==> config.mk <==
export PLATFORM = sky130hd
export DESIGN_NAME = stack_machine_executor
export DESIGN_NICKNAME = d
export VERILOG_FILES = /design/src/design/smx_pkg.sv /design/src/design/stack_machine_executor.sv /design/src/design/smx_stack.sv /design/src/design/smx_locals.sv /design/src/design/smx_exec.sv
export SDC_FILE = /design/constraint.sdc
export NUM_CORES = 1
export LEC_CHECK = 0
export BUFFER_PORTS_ARGS = -buffer_cell sky130_fd_sc_hd__buf_2
export CELL_PAD_IN_SITES_DETAIL_PLACEMENT = 1
export CELL_PAD_IN_SITES_GLOBAL_PLACEMENT = 1
export CORE_UTILIZATION = 40
export DETAILED_ROUTE_END_ITERATION = 8
export PLACE_DENSITY_LB_ADDON = 0.2
export SLEW_MARGIN = 20
export SYNTH_ARGS = -nofsm -noshare
export SYNTH_HDL_FRONTEND = slang
export SYNTH_SLANG_ARGS = --single-unit
==> constraint.sdc <==
create_clock -name clk -period 11.69 [get_ports clk]
set_input_delay 0.5845 -clock clk [delete_from_list [all_inputs] [get_ports clk]]
set_output_delay 0.5845 -clock clk [all_outputs]
set_load 0.02 [all_outputs]
==> src/design/smx_pkg.sv <==
package smx_pkg;

	localparam int STACK_DEPTH = 16;
	localparam int LOCAL_COUNT = 8;

	localparam int WORD_W  = 32;
	localparam int OP_W    = 4;
	localparam int IMM_W   = 8;
	localparam int ADDR_W  = 16;
	localparam int ST_W    = 3;
	localparam int DEPTH_W = 5;
	localparam int CFG_IDX_W = 1;
	localparam int CFG_DATA_W = 16;

	localparam int SP_W  = $clog2(STACK_DEPTH + 1);
	localparam int LOC_W = (LOCAL_COUNT > 1) ? $clog2(LOCAL_COUNT) : 1;
	localparam logic [IMM_W:0] LOCAL_LIM = (IMM_W + 1)'(LOCAL_COUNT);
	localparam logic [SP_W-1:0] SP_FULL = SP_W'(STACK_DEPTH);

	// opcodes
	localparam logic [OP_W-1:0] OP_NOP  = 4'd0;
	localparam logic [OP_W-1:0] OP_PUSH = 4'd1;
	localparam logic [OP_W-1:0] OP_ADD  = 4'd2;
	localparam logic [OP_W-1:0] OP_SUB  = 4'd3;
	localparam logic [OP_W-1:0] OP_DUP  = 4'd4;
	localparam logic [OP_W-1:0] OP_DROP = 4'd5;
	localparam logic [OP_W-1:0] OP_SWAP = 4'd6;
	localparam logic [OP_W-1:0] OP_JMP  = 4'd7;
	localparam logic [OP_W-1:0] OP_JZ   = 4'd8;
	localparam logic [OP_W-1:0] OP_HOST = 4'd9;
	localparam logic [OP_W-1:0] OP_LGET = 4'd10;
	localparam logic [OP_W-1:0] OP_LSET = 4'd11;
	localparam logic [OP_W-1:0] OP_EQ   = 4'd12;
	localparam logic [OP_W-1:0] OP_LT   = 4'd13;
	localparam logic [OP_W-1:0] OP_HALT = 4'd14;

	// status codes
	localparam logic [ST_W-1:0] ST_OK      = 3'd0;
	localparam logic [ST_W-1:0] ST_HALT    = 3'd1;
	localparam logic [ST_W-1:0] ST_OVER    = 3'd2;
	localparam logic [ST_W-1:0] ST_UNDER   = 3'd3;
	localparam logic [ST_W-1:0] ST_RANGE   = 3'd4;
	localparam logic [ST_W-1:0] ST_BAD     = 3'd5;
	localparam logic [ST_W-1:0] ST_HOSTERR = 3'd6;
	localparam logic [ST_W-1:0] ST_HOSTREQ = 3'd7;

	// configuration register indexes
	localparam logic [CFG_IDX_W-1:0] REG_CODE_LENGTH  = 1'd0;
	localparam logic [CFG_IDX_W-1:0] REG_HOST_ENABLED = 1'd1;

	typedef enum logic [2:0] {
		SK_NONE,
		SK_PUSH,
		SK_POP,
		SK_REPLACE,
		SK_SWAP
	} stk_op_t;

	typedef struct packed {
		stk_op_t           stk_op;
		logic [WORD_W-1:0] stk_val;
		logic              loc_we;
		logic [LOC_W-1:0]  loc_idx;
		logic [WORD_W-1:0] loc_data;
	} exec_ctl_t;

	typedef struct packed {
		logic [ST_W-1:0]    status;
		logic               jump_taken;
		logic [ADDR_W-1:0]  next_target;
		logic [WORD_W-1:0]  top_value;
		logic [DEPTH_W-1:0] depth;
		logic [IMM_W-1:0]   host_id;
	} result_t;

endpackage

==> src/design/stack_machine_executor.sv <==
// Executes one decoded stack-machine instruction per accepted word and returns one
// result word for each. A word moves from the input register through the decode and
// execute logic into the result register, so the block sustains one instruction per
// clock unless an untaken result on the output stalls it; each result holds on the
// output until taken. The stack is a register
// shift line whose top two entries feed the execute logic directly, so a word may
// depend on the one before it without any stall. A failing instruction changes no
// state. Write code_length and host_enabled only while no instruction is in flight.
module stack_machine_executor
	import smx_pkg::*;
(
	input  logic                     clk,
	input  logic                     arst_n,
	input  logic                     in_valid,
	output logic                     in_ready,
	input  logic [OP_W-1:0]          opcode,
	input  logic [IMM_W-1:0]         immediate,
	input  logic [ADDR_W-1:0]        jump_target,
	output logic                     out_valid,
	input  logic                     out_ready,
	output logic [ST_W-1:0]          status,
	output logic                     jump_taken,
	output logic [ADDR_W-1:0]        next_target,
	output logic signed [WORD_W-1:0] top_value,
	output logic [DEPTH_W-1:0]       stack_depth,
	output logic [IMM_W-1:0]         host_id,
	input  logic                     cfg_wen,
	input  logic [CFG_IDX_W-1:0]     cfg_index,
	input  logic [CFG_DATA_W-1:0]    cfg_data
);

	logic              valid_s1;
	logic [OP_W-1:0]   opcode_s1;
	logic [IMM_W-1:0]  imm_s1;
	logic [ADDR_W-1:0] target_s1;

	logic              valid_s2;
	result_t           res_s2;

	logic [ADDR_W-1:0] code_length_q;
	logic              host_enabled_q;

	logic              fire;
	exec_ctl_t         ctl;
	result_t           res;
	logic [SP_W-1:0]   sp;
	logic [WORD_W-1:0] top0;
	logic [WORD_W-1:0] top1;
	logic [WORD_W-1:0] loc_rd;

	assign fire     = valid_s1 && (!valid_s2 || out_ready);
	assign in_ready = !valid_s1 || fire;

	always_ff @(posedge clk or negedge arst_n) begin
		if (!arst_n) begin
			code_length_q  <= '0;
			host_enabled_q <= 1'b0;
		end else if (cfg_wen) begin
			case (cfg_index)
				REG_CODE_LENGTH:  code_length_q  <= cfg_data[ADDR_W-1:0];
				REG_HOST_ENABLED: host_enabled_q <= cfg_data[0];
				default: begin
				end
			endcase
		end
	end

	always_ff @(posedge clk or negedge arst_n) begin
		if (!arst_n) begin
			valid_s1 <= 1'b0;
		end else if (in_ready) begin
			valid_s1 <= in_valid;
		end
	end

	always_ff @(posedge clk) begin
		if (in_valid && in_ready) begin
			opcode_s1 <= opcode;
			imm_s1    <= immediate;
			target_s1 <= jump_target;
		end
	end

	smx_exec u_exec (
		.opcode       (opcode_s1),
		.immediate    (imm_s1),
		.jump_target  (target_s1),
		.sp           (sp),
		.top0         (top0),
		.top1         (top1),
		.loc_rd       (loc_rd),
		.code_length  (code_length_q),
		.host_enabled (host_enabled_q),
		.ctl          (ctl),
		.res          (res)
	);

	smx_stack u_stack (
		.clk    (clk),
		.arst_n (arst_n),
		.en     (fire),
		.ctl    (ctl),
		.sp     (sp),
		.top0   (top0),
		.top1   (top1)
	);

	smx_locals u_locals (
		.clk     (clk),
		.arst_n  (arst_n),
		.en      (fire),
		.ctl     (ctl),
		.rd_idx  (imm_s1[LOC_W-1:0]),
		.rd_data (loc_rd)
	);

	// hold the result until taken; load a new one whenever the slot frees
	always_ff @(posedge clk or negedge arst_n) begin
		if (!arst_n) begin
			valid_s2 <= 1'b0;
		end else if (!valid_s2 || out_ready) begin
			valid_s2 <= valid_s1;
		end
	end

	always_ff @(posedge clk) begin
		if (fire) begin
			res_s2 <= res;
		end
	end

	assign out_valid   = valid_s2;
	assign status      = res_s2.status;
	assign jump_taken  = res_s2.jump_taken;
	assign next_target = res_s2.next_target;
	assign top_value   = res_s2.top_value;
	assign stack_depth = res_s2.depth;
	assign host_id     = res_s2.host_id;

endmodule

==> src/design/smx_stack.sv <==
module smx_stack
	import smx_pkg::*;
(
	input  logic              clk,
	input  logic              arst_n,
	input  logic              en,
	input  exec_ctl_t         ctl,
	output logic [SP_W-1:0]   sp,
	output logic [WORD_W-1:0] top0,
	output logic [WORD_W-1:0] top1
);

	// entry 0 is the top of stack; push shifts down, pop shifts up
	logic [WORD_W-1:0] entry_q [STACK_DEPTH];
	logic [SP_W-1:0]   sp_q;

	always_ff @(posedge clk or negedge arst_n) begin
		if (!arst_n) begin
			sp_q <= '0;
		end else if (en) begin
			case (ctl.stk_op)
				SK_PUSH: sp_q <= sp_q + SP_W'(1);
				SK_POP, SK_REPLACE: sp_q <= sp_q - SP_W'(1);
				default: sp_q <= sp_q;
			endcase
		end
	end

	always_ff @(posedge clk) begin
		if (en) begin
			case (ctl.stk_op)
				SK_PUSH: begin
					entry_q[0] <= ctl.stk_val;
					for (int i = 1; i < STACK_DEPTH; i++) begin
						entry_q[i] <= entry_q[i-1];
					end
				end
				SK_POP: begin
					for (int i = 0; i < STACK_DEPTH - 1; i++) begin
						entry_q[i] <= entry_q[i+1];
					end
				end
				SK_REPLACE: begin
					entry_q[0] <= ctl.stk_val;
					for (int i = 1; i < STACK_DEPTH - 1; i++) begin
						entry_q[i] <= entry_q[i+1];
					end
				end
				SK_SWAP: begin
					entry_q[0] <= entry_q[1];
					entry_q[1] <= entry_q[0];
				end
				default: begin
				end
			endcase
		end
	end

	assign sp   = sp_q;
	assign top0 = entry_q[0];
	assign top1 = entry_q[1];

endmodule

==> src/design/smx_locals.sv <==
module smx_locals
	import smx_pkg::*;
(
	input  logic              clk,
	input  logic              arst_n,
	input  logic              en,
	input  exec_ctl_t         ctl,
	input  logic [LOC_W-1:0]  rd_idx,
	output logic [WORD_W-1:0] rd_data
);

	logic [WORD_W-1:0] slot_q [LOCAL_COUNT];

	always_ff @(posedge clk or negedge arst_n) begin
		if (!arst_n) begin
			for (int i = 0; i < LOCAL_COUNT; i++) begin
				slot_q[i] <= '0;
			end
		end else if (en && ctl.loc_we) begin
			slot_q[ctl.loc_idx] <= ctl.loc_data;
		end
	end

	// out-of-range index is only read by an instruction that fails
	always_comb begin
		rd_data = '0;
		if ({1'b0, rd_idx} < (LOC_W + 1)'(LOCAL_COUNT)) begin
			rd_data = slot_q[rd_idx];
		end
	end

endmodule

==> src/design/smx_exec.sv <==
module smx_exec
	import smx_pkg::*;
(
	input  logic [OP_W-1:0]   opcode,
	input  logic [IMM_W-1:0]  immediate,
	input  logic [ADDR_W-1:0] jump_target,
	input  logic [SP_W-1:0]   sp,
	input  logic [WORD_W-1:0] top0,
	input  logic [WORD_W-1:0] top1,
	input  logic [WORD_W-1:0] loc_rd,
	input  logic [ADDR_W-1:0] code_length,
	input  logic              host_enabled,
	output exec_ctl_t         ctl,
	output result_t           res
);

	logic              empty;
	logic              short;
	logic              full;
	logic              loc_ok;
	logic              tgt_ok;
	logic [SP_W-1:0]   sp_next;

	assign empty  = (sp == '0);
	assign short  = (sp < SP_W'(2));
	assign full   = (sp >= SP_FULL);
	assign loc_ok = ({1'b0, immediate} < LOCAL_LIM);
	assign tgt_ok = (jump_target < code_length);

	always_comb begin
		ctl.stk_op   = SK_NONE;
		ctl.stk_val  = '0;
		ctl.loc_we   = 1'b0;
		ctl.loc_idx  = LOC_W'(immediate);
		ctl.loc_data = top0;
		res.status      = ST_OK;
		res.jump_taken  = 1'b0;
		res.host_id     = '0;

		case (opcode)
			OP_NOP: begin
			end
			OP_PUSH: begin
				if (full) begin
					res.status = ST_OVER;
				end else begin
					ctl.stk_op  = SK_PUSH;
					ctl.stk_val = {{(WORD_W-IMM_W){immediate[IMM_W-1]}}, immediate};
				end
			end
			OP_ADD, OP_SUB, OP_EQ, OP_LT: begin
				if (short) begin
					res.status = ST_UNDER;
				end else begin
					ctl.stk_op = SK_REPLACE;
					case (opcode)
						OP_ADD:  ctl.stk_val = top1 + top0;
						OP_SUB:  ctl.stk_val = top1 - top0;
						OP_EQ:   ctl.stk_val = WORD_W'(top1 == top0);
						default: ctl.stk_val = WORD_W'($signed(top1) < $signed(top0));
					endcase
				end
			end
			OP_DUP: begin
				if (empty) begin
					res.status = ST_UNDER;
				end else if (full) begin
					res.status = ST_OVER;
				end else begin
					ctl.stk_op  = SK_PUSH;
					ctl.stk_val = top0;
				end
			end
			OP_DROP: begin
				if (empty) begin
					res.status = ST_UNDER;
				end else begin
					ctl.stk_op = SK_POP;
				end
			end
			OP_SWAP: begin
				if (short) begin
					res.status = ST_UNDER;
				end else begin
					ctl.stk_op = SK_SWAP;
				end
			end
			OP_JMP: begin
				if (!tgt_ok) begin
					res.status = ST_RANGE;
				end else begin
					res.jump_taken = 1'b1;
				end
			end
			OP_JZ: begin
				// a zero top with a bad target undoes the pop
				if (empty) begin
					res.status = ST_UNDER;
				end else if (top0 == '0 && !tgt_ok) begin
					res.status = ST_RANGE;
				end else begin
					ctl.stk_op     = SK_POP;
					res.jump_taken = (top0 == '0);
				end
			end
			OP_HOST: begin
				if (!host_enabled) begin
					res.status = ST_HOSTERR;
				end else begin
					res.status  = ST_HOSTREQ;
					res.host_id = immediate;
				end
			end
			OP_LGET: begin
				if (!loc_ok) begin
					res.status = ST_BAD;
				end else if (full) begin
					res.status = ST_OVER;
				end else begin
					ctl.stk_op  = SK_PUSH;
					ctl.stk_val = loc_rd;
				end
			end
			OP_LSET: begin
				if (!loc_ok) begin
					res.status = ST_BAD;
				end else if (empty) begin
					res.status = ST_UNDER;
				end else begin
					ctl.stk_op = SK_POP;
					ctl.loc_we = 1'b1;
				end
			end
			OP_HALT: begin
				res.status = ST_HALT;
			end
			default: begin
				res.status = ST_BAD;
			end
		endcase

		res.next_target = res.jump_taken ? jump_target : '0;

		// top and depth as they stand after this word
		case (ctl.stk_op)
			SK_PUSH: begin
				sp_next       = sp + SP_W'(1);
				res.top_value = ctl.stk_val;
			end
			SK_POP: begin
				sp_next       = sp - SP_W'(1);
				res.top_value = short ? '0 : top1;
			end
			SK_REPLACE: begin
				sp_next       = sp - SP_W'(1);
				res.top_value = ctl.stk_val;
			end
			SK_SWAP: begin
				sp_next       = sp;
				res.top_value = top1;
			end
			default: begin
				sp_next       = sp;
				res.top_value = empty ? '0 : top0;
			end
		endcase
		res.depth = DEPTH_W'(sp_next);
	end

endmodule
-- Yosys cells after proc, flatten, opt, wreduce, memory -nomap -nowiden
Memory sizes are Yosys's and may differ from the RTL's.
Cells that the tools add are included.
Widths: inputs -> output; s select.
- reductions and logical operators: 20
- add/sub/neg operators: 4
- equality and inequality tests: 19
- muxes and demuxes: 86
- bitwise gates (word level): 34
- magnitude comparators: 7
- operators with widths (cell ; number):
    $mux 32 ; 37
    $bwmux 256 ; 1
    $pmux 32 s3 ; 2
    $pmux 32 s4 ; 1
    $mux 33 ; 3
    $bmux 32 s3 ; 1
    $demux 32 s3 ; 1
    $mux 35 ; 2
    $mux 34 ; 1
    $pmux 3 s11 ; 1
    $add 32x32->32 ; 1
    $eq 32x32->1 ; 1
    $logic_not 32->1 ; 1
    $lt 32x32->1 ; 1
    $or 1x1->1 ; 32
    $sub 32x32->32 ; 1
    $eq 4x4->1 const B ; 7
    $mux 3 ; 9
    $pmux 3 s8 ; 1
    $mux 1 ; 19
    $eq 4x3->1 const B ; 4
    $lt 16x16->1 ; 1
    $mux 2 ; 5
    $pmux 5 s2 ; 1
    24 further kinds ; 36
- bits of input ports: 50
- memories kept: 1
- register bits after elaboration: 373
- RAM bits: 512
- memories (name ; words ; bits a word ; rd ports ; clocked after Yosys merged registers in ; wr ports ; line ; RTL):
    u_stack.entry_q ; 16 ; 32 ; 16 ; 0 ; 16 ; smx_stack.sv:14 ; logic [WORD_W-1:0] entry_q [STACK_DEPTH];

-- Longest topological paths before layout
Gate-level depths: netlist (run 1).
- depth after elaboration: 14
- mapped depth: 17
- depth with buffers taken out: 17

-- By module
Synthesis (run 1) repeated with hierarchy kept, for this count alone.
- cells, all modules: 2871
- area total of the unflattened synthesis: 43853.3 µm²
- modules (own cells, without submodules) (module ; cells an instance ; times used ; area each (µm²)):
    smx_stack ; 1088 ; 1 ; 22382.7
    smx_locals ; 665 ; 1 ; 11422.2
    smx_exec ; 979 ; 1 ; 6463.7
    stack_machine_executor ; 139 ; 1 ; 3584.7

-- Worst setup path before layout (run 1)
No wires, ideal clock.
- path type: input-to-reg
- from: input port out_ready
- to: memory u_stack.entry_q[3][4], in the netlist u_stack.entry_q[0][100], enable pin
- stages on the path: 8
- arrival time: 9.700 ns
- slack: 1.293 ns
- cells stage by stage: nand2b_1 > nand2_1 > inv_1 > nand3_1 > buf_2 > buf_2 > buf_2 > nand2_1
- RTL lines (element ; line ; RTL):
    from (decl) ; stack_machine_executor.sv:20 ; input logic out_ready,
    to (decl) ; smx_stack.sv:14 ;

==> run_results.csv, run 1 <==
group,metric,value,unit
sta,setup-violations-final,0,
drt,detail_route.drc_violations,0,
sta,max_slew.worst_pin.slew,1108,ps
min_path,min-delay-start,"jump_target[1]",
job,drv.max_cap_violation_count,0,
yosys,yosys.area_share.adder,2.461,%
yosys,synth_xor_area_share,0.1807,%
clock_network,htree_levels,3,
yosys,synthesis.nets,3445,
worst_setup_path,timing.critical_path.required,12110,ps
global_routing,gr-usage-all-layers,22.12,%
drt,num_vias,27670,
worst_setup_path,reg2reg_slack,6010,ps
power_and_ir_drop,power.share.sequential,45.5,%
yosys,synth_simple_gate_area_share,9.258,%
yosys,synth.lib_cells_used.distinct,96,
power_and_ir_drop,post-layout-total-power,9.259,mW
floorplan,floorplan.rows,120,
place,post_dp_cell_area,45030,sq um
clock_network,cts_post_setup_buffers_inserted,0,
yosys,synth-edff-count,605,
floorplan,initial_core_util,40.51,%
worst_setup_path,cp.arrival,6110,ps
yosys,post-synth-top-area-cell,"sky130_fd_sc_hd__edfxtp_1",
finish,finish.net_count,3493,
global_routing,wire_length_of_the_first_global_routing_pass,188900,um
sta,timing.setup.tns,0,ps
place,buffer_ports.inserted,116,
global_routing,overflow,0,
sta,maxClockFrequency,176.0,MHz
drt,via_per_inst,5.713,
yosys,post_synthesis_mux_area_share,17.35,%
place,gpl.final_weighted_congestion,0.8910,
clock_network,cts_tree,"done",
worst_setup_path,timing.critical_path.cells,"nor4_1 -> nand4_1 -> nor2_1 -> o211ai_1 -> o21ai_2 -> or2_4 -> buf_4 -> buf_4 -> mux2_4",
sta,timing_max_transition_violations_final,0,
worst_setup_path,worst_reg2reg_endpoint,"u_stack.entry_q[0][32]",
power_and_ir_drop,power.switching_fraction,30.22,%
yosys,postSynthCellCount,3311,
clock_network,clock_sinks,885,
min_path,hold_end,"target_s1[1]",
drt,drt_first_pass_iters,8,
floorplan,coreArea,107700,sq um
power_and_ir_drop,power.density_cell_area,191.6,nW/um^2
worst_setup_path,critPathCaptureType,"flop",
worst_setup_path,timing.critical_path.fanout_max,52,
finish,layout-area-overhead-vs-synth,10.80,%
finish,final_cell_area,48320,sq um
drt,routedWlPerCell,25.41,um
yosys,syn_area_per_cell,13.17,sq um
sta,slew_headroom,26.11,%
floorplan,die_height,332.2,um
power_and_ir_drop,p_int,6.461,mW
finish,layout_commonest_cell,"sky130_fd_sc_hd__edfxtp_1",
worst_setup_path,worst_path_most_repeated_cell,"sky130_fd_sc_hd__buf_4",
floorplan,ioPinCount,117,
floorplan,die_footprint,110400,sq um
worst_setup_path,timing.critical_path.slowest_stage_cell,"sky130_fd_sc_hd__buf_4",
worst_setup_path,cpPeakStageDelay,900,ps
worst_setup_path,path_depth,9,
finish,final_layout_size_suffix_gt1_share,27.35,%
drt,ant_nets,0,
clock_network,post_cts_clock_slew_at_the_launch_and_capture_registers_of_the_worst_setup_and_hold_paths,60,ps
drt,drt-total-wl,123000,um
power_and_ir_drop,static-leakage-power,20.69,nW
yosys,synth_top_family_by_area,"multiplexers",
worst_setup_path,critPathLaunchType,"flop",
clock_network,numCtsBuffers,98,
finish,fillers,10970,
finish,diodes,0,
clock_network,cts_repair_resize_count,0,
sta,worst_slack,6008,ps
yosys,syn-cell-area,43610,sq um
worst_setup_path,critical_path_buf_inv_count,2,
yosys,post-synth-top-area-fraction,41.65,%
place,place_hpwl,79770,um
outcome,run_status,"completed",
sta,period_minus_slack,5682,ps
yosys,synth_compound_gate_area_share,8.873,%
sta,finalHoldViolations,0,
power_and_ir_drop,netSwitchingPower,2.798,mW
yosys,yosysWarningCount,0,
yosys,synth.area.top_cells,"sky130_fd_sc_hd__edfxtp_1 42%, sky130_fd_sc_hd__dfrtp_1 16%, sky130_fd_sc_hd__mux2_4 9.9%, sky130_fd_sc_hd__mux2_2 6.9%, sky130_fd_sc_hd__nand2_1 5.0%",
power_and_ir_drop,ir_worst_vdd,0.1129,mV
sta,finalHoldWorstSlack,63.57,ps
power_and_ir_drop,p_comb_share,20.8,%
yosys,synth_seq_cells,885,
worst_setup_path,path_class,"flop to flop",
min_path,whs_path_depth,1,
floorplan,dieWidth,332.2,um
sta,skew,31.37,ps
clock_network,ctsLongestPathBuffers,3,
drt,initialDrtViolationCount,2080,
clock_network,cts_root_buffer,"sky130_fd_sc_hd__clkbuf_16",
worst_setup_path,rr_worst_depth,9,
yosys,ys_async_sr_fraction,31.64,%
power_and_ir_drop,p_clk_share,33.6,%
sta,rsz0062_at_grt,"false",
min_path,worstHoldPathType,"primary input to flop",
finish,mostFrequentLayoutCells,"605 x sky130_fd_sc_hd__edfxtp_1, 580 x sky130_fd_sc_hd__nand2_1, 288 x sky130_fd_sc_hd__mux2_4, 280 x sky130_fd_sc_hd__dfrtp_1, 269 x sky130_fd_sc_hd__mux2_2",
global_routing,maximum_number_of_pins_on_one_net_before_global_route_repair,178,
yosys,ys_seq_area_share,57.72,%
place,post-place-ws,5984,ps
sta,layout_worst_path_cycle_share,48.61,%
worst_setup_path,r2r_start,"u_stack.entry_q[0][23]",
global_routing,number_of_global_route_vias_before_repair,29290,
global_routing,antenna_found_initial,2,
clock_network,clk_latency,700,ps
worst_setup_path,timing.critical_path.max_delay_family,"simple AND/OR/NAND/NOR gates",
yosys,synth_flop_cell,"sky130_fd_sc_hd__edfxtp_1",
[worst max path at each step]
stage	from	endpoint	slack [ps]
after floorplan	out_ready	u_stack.entry_q[0][100]	1290
after global placement	u_stack.entry_q[0][23]	u_stack.entry_q[0][125]	6060
final	u_stack.entry_q[0][23]	u_stack.entry_q[0][32]	6010
after global routing	u_stack.entry_q[0][23]	u_stack.entry_q[0][32]	5900
after detailed placement	u_stack.entry_q[0][23]	u_stack.entry_q[0][121]	5980
after CTS	u_stack.entry_q[0][23]	u_stack.entry_q[0][42]	5960
[cell type report]
class,count,area [sq um],area share (%)
Tap cell,1403,1755,3.633
Multi-Input combinational cell,2117,16780,34.73
Clock inverter,49,480.5,0.9943
Clock buffer,132,2766,5.725
Sequential cell,885,25170,52.10
Timing Repair Buffer,166,1017,2.105
Inverter,91,347.8,0.7198
[cells by family after synthesis]
group                    Yosys count
AO/OA/AOI/OAI                    540
XOR/XNOR                           9
adder cells (fa/ha/maj)           84
buffers and inverters            309
flip-flops                       885
multiplexers                     571
AND/OR/NAND/NOR                  913
[metal layers]
layer / vias to the layer above / share of wire, % / GRT usage [%] / wire (um)
met1: 14460 / 47 / 31.42 / 57560
li1: 12350 / - / - / -
met3: 201 / 4.3 / 3.135 / 5335
met4: 2 / 2.7 / 6.481 / 3298
met5: - / 0.011 / 0 / 13
met2: 655 / 46 / 35.09 / 56840
[synthesized netlist by cell type (24+ instances only)]
| cell type | number |
|---|---|
| sky130_fd_sc_hd__edfxtp_1 | 605 |
| sky130_fd_sc_hd__nand2_1 | 581 |
| sky130_fd_sc_hd__mux2_4 | 288 |
| sky130_fd_sc_hd__dfrtp_1 | 280 |
| sky130_fd_sc_hd__mux2_2 | 269 |
| sky130_fd_sc_hd__o22ai_1 | 103 |
| sky130_fd_sc_hd__clkbuf_1 | 99 |
| sky130_fd_sc_hd__inv_1 | 86 |
| sky130_fd_sc_hd__nor2_1 | 86 |
| sky130_fd_sc_hd__a21oi_1 | 84 |
| sky130_fd_sc_hd__ha_1 | 81 |
| sky130_fd_sc_hd__o21ai_0 | 78 |
| sky130_fd_sc_hd__buf_2 | 66 |
| sky130_fd_sc_hd__nand3_1 | 38 |
| sky130_fd_sc_hd__a21o_1 | 37 |
| sky130_fd_sc_hd__a221o_1 | 36 |
| sky130_fd_sc_hd__nor4_1 | 36 |
| sky130_fd_sc_hd__and3_1 | 31 |
| sky130_fd_sc_hd__buf_12 | 31 |
| sky130_fd_sc_hd__nor3_1 | 31 |
| sky130_fd_sc_hd__a221oi_1 | 25 |
| sky130_fd_sc_hd__nand2b_1 | 24 |
[power groups by stage]
| stage | clock network [mW] | logic [mW] | registers, mW |
|---|---|---|---|
| floorplan | 0 | 1.42 | 4.21 |
| global placement | 0 | 1.88 | 4.25 |
| detailed placement | 0 | 1.92 | 4.27 |
| CTS | 3.20 | 1.94 | 4.21 |
| global route | 3.30 | 2.08 | 4.26 |
| finish | 3.11 | 1.93 | 4.22 |
[flip-flops by register name, indices dropped and copies added, names as in the netlist, 8 cells and up]
signal and cells:
target_s1 16, u_locals.slot_q 256, next_target 16, code_length_q 16, imm_s1 8, host_id 8
top_value 32, u_stack.entry_q 512
[what timing repair did]
item,CTS,global route
hold buffers,0,1
setup endpoints to repair,0,0
endpoints found under the hold margin,0,37
[through the flow]
stage,util [%],cells
floorplan,-,3311
global placement,41.82,4660
detailed placement,41.83,4660
CTS,44.84,4841
global route,44.89,4843
finish,44.89,4843
[worst register-to-register path: cells and delay by family (launching register included)]
family                 cells  cell delay (ps)
AO/OA/AOI/OAI              2              730
buffers and inverters      2             1790
flip-flops                 1              610
multiplexers               1              370
AND/OR/NAND/NOR            4             1920
No activity file was read; power rests on OpenSTA's default activity.
==> run 2: changes to the inputs <==
- clock period: 11.69 -> 4.8 ns (I/O delays scaled with it)
==> run 2 against run 1 <==
Effect of this change:
- fmax rose by 31%
- non-clock buffer count rose by 122
- design area rose by 2.5%
- critical endpoint is now stack_depth[4]
- critical path depth rose by 6
- die area did not move
==> run_results.csv, run 2 (same netlist as run 1, synthesis figures left out) <==
group,metric,value,unit
clock_network,cts_repair_resize_count,0,
sta,skew,29.09,ps
power_and_ir_drop,p_clk_share,33.4,%
global_routing,wire_length_of_the_first_global_routing_pass,190300,um
drt,num_vias,27820,
sta,rsz0062_at_grt,"false",
drt,initialDrtViolationCount,1881,
place,place_hpwl,82310,um
finish,layout-area-overhead-vs-synth,13.59,%
sta,max_slew.worst_pin.slew,1133,ps
place,gpl.final_weighted_congestion,0.9088,
sta,setup-violations-final,0,
clock_network,numCtsBuffers,97,
sta,period_minus_slack,4340,ps
finish,layout_commonest_cell,"sky130_fd_sc_hd__edfxtp_1",
min_path,worstHoldPathType,"primary input to flop",
sta,timing.setup.tns,0,ps
worst_setup_path,reg2reg_slack,460,ps
power_and_ir_drop,power.switching_fraction,30.05,%
clock_network,cts_root_buffer,"sky130_fd_sc_hd__clkbuf_16",
global_routing,globalRouteMet1Util,30.91,%
place,buffer_ports.inserted,116,
sta,layout_worst_path_cycle_share,90.42,%
floorplan,dieWidth,332.2,um
global_routing,top_usage_layer,"met2",
floorplan,ioPinCount,117,
floorplan,die_footprint,110400,sq um
drt,via_per_inst,5.604,
global_routing,antenna_found_initial,2,
sta,slew_headroom,24.48,%
clock_network,clk_latency,700,ps
drt,ant_nets,0,
finish,regMostFlops,"u_stack.entry_q",
clock_network,post_cts_clock_slew_at_the_launch_and_capture_registers_of_the_worst_setup_and_hold_paths,60,ps
finish,final_cell_area,49540,sq um
worst_setup_path,timing.critical_path.fanout_max,11,
drt,detail_route.drc_violations,0,
global_routing,number_of_global_route_vias_before_repair,29970,
job,drv.max_cap_violation_count,0,
power_and_ir_drop,power.density_cell_area,459.7,nW/um^2
clock_network,htree_levels,3,
power_and_ir_drop,p_comb_share,22.0,%
global_routing,maximum_number_of_pins_on_one_net_before_global_route_repair,161,
outcome,run_status,"completed",
global_routing,overflow,0,
worst_setup_path,timing.critical_path.required,5210,ps
floorplan,floorplan.rows,120,
drt,routedWlPerCell,24.74,um
worst_setup_path,path_class,"flop to flop",
clock_network,cts_tree,"done",
drt,drt_first_pass_iters,5,
global_routing,gr-usage-all-layers,22.19,%
power_and_ir_drop,p_int,15.93,mW
floorplan,initial_core_util,40.51,%
clock_network,clock_sinks,885,
place,post_dp_cell_area,45790,sq um
sta,timing_max_transition_violations_final,0,
finish,finish.net_count,3614,
power_and_ir_drop,netSwitchingPower,6.844,mW
floorplan,die_height,332.2,um
global_routing,met3_usage,2.902,%
drt,drt-total-wl,122800,um
sta,finalHoldViolations,0,
worst_setup_path,cp.arrival,4750,ps
worst_setup_path,critPathLaunchType,"flop",
clock_network,ctsLongestPathBuffers,3,
floorplan,coreArea,107700,sq um
finish,final_layout_size_suffix_gt1_share,28.42,%
global_routing,met2_demand_to_capacity_share_in_global_routing,35.99,%
finish,mostFrequentLayoutCells,"605 x sky130_fd_sc_hd__edfxtp_1, 580 x sky130_fd_sc_hd__nand2_1, 288 x sky130_fd_sc_hd__mux2_4, 280 x sky130_fd_sc_hd__dfrtp_1, 269 x sky130_fd_sc_hd__mux2_2",
sta,maxClockFrequency,230.4,MHz
worst_setup_path,critPathCaptureType,"flop",
power_and_ir_drop,static-leakage-power,21.32,nW
finish,largest_register_ffs,512,
power_and_ir_drop,power.share.sequential,44.6,%
power_and_ir_drop,ir_worst_vdd,0.2745,mV
run 2: power by group through the flow:
stage	logic (mW)	clock network (mW)	registers [mW]
2_1_floorplan	3.46	0	10.1
4_1_cts	5.03	7.81	10.2
3_3_place_gp	4.82	0	10.2
3_5_place_dp	4.96	0	10.3
5_1_grt	5.40	8.10	10.3
6_report	5.01	7.60	10.2
run 2: worst paths after layout:
check,cells past startpoint,to,start
max in group asynchronous,3,u_locals.slot_q[5],arst_n
setup / recovery,15,stack_depth[4],u_stack.entry_q[0][6]
setup reg to reg,15,stack_depth[4],u_stack.entry_q[0][6]
hold reg to reg,0,u_stack.entry_q[0][487],u_stack.entry_q[0][455]
hold / removal,3,code_length_q[8],cfg_wen
min in group asynchronous,2,u_locals.slot_q[173],arst_n
run 2: final cells by class:
cell class | count | area [sq um]
Sequential cell | 885 | 25170
Timing Repair Buffer | 288 | 2257
Multi-Input combinational cell | 2117 | 16770
Inverter | 91 | 347.8
Tap cell | 1403 | 1755
Clock buffer | 133 | 2684
Antenna cell | 1 | 2.502
Clock inverter | 47 | 550.5
Fill cell | 10960 | 58110
run 2: layer usage:
layer	vias to the layer above	share of wire, %
met4	2	2.8
met1	14510	47
met2	514	47
li1	12610	-
met3	186	3.2
met5	-	0.011
run 2: stage by stage:
stage	power, mW	instances	util [%]	hold WS (ps)	setup WS (ps)
after floorplan	13.56	3311	-	-55.59	229.4
after global placement	15.06	4734	42.54	253.2	668.1
after detailed placement	15.26	4734	42.54	283.5	443.0
after CTS	23.00	4963	46.00	23.47	429.2
after global routing	23.76	4965	46.02	69.33	294.1
final	22.77	4965	46.02	84.38	460.0
run 2: worst max-delay path, stage by stage (launching register included):
cell,delay (ps)
sky130_fd_sc_hd__edfxtp_1,440
sky130_fd_sc_hd__buf_4,230
sky130_fd_sc_hd__nor4_1,880
sky130_fd_sc_hd__nand4_1,370
sky130_fd_sc_hd__buf_4,250
sky130_fd_sc_hd__nor2_1,90
sky130_fd_sc_hd__o211ai_1,130
sky130_fd_sc_hd__o21ai_2,350
sky130_fd_sc_hd__inv_1,160
sky130_fd_sc_hd__ha_1,360
sky130_fd_sc_hd__nor2b_1,200
sky130_fd_sc_hd__o21ai_0,130
sky130_fd_sc_hd__nand2b_1,110
sky130_fd_sc_hd__nand2_1,50
sky130_fd_sc_hd__mux2i_1,230
sky130_fd_sc_hd__xor2_1,90
run 2: what timing repair did:
action	CTS	global route
setup buffers	0	0
hold buffers	49	1
setup endpoints to repair	0	0
endpoints found under the hold margin	129	4
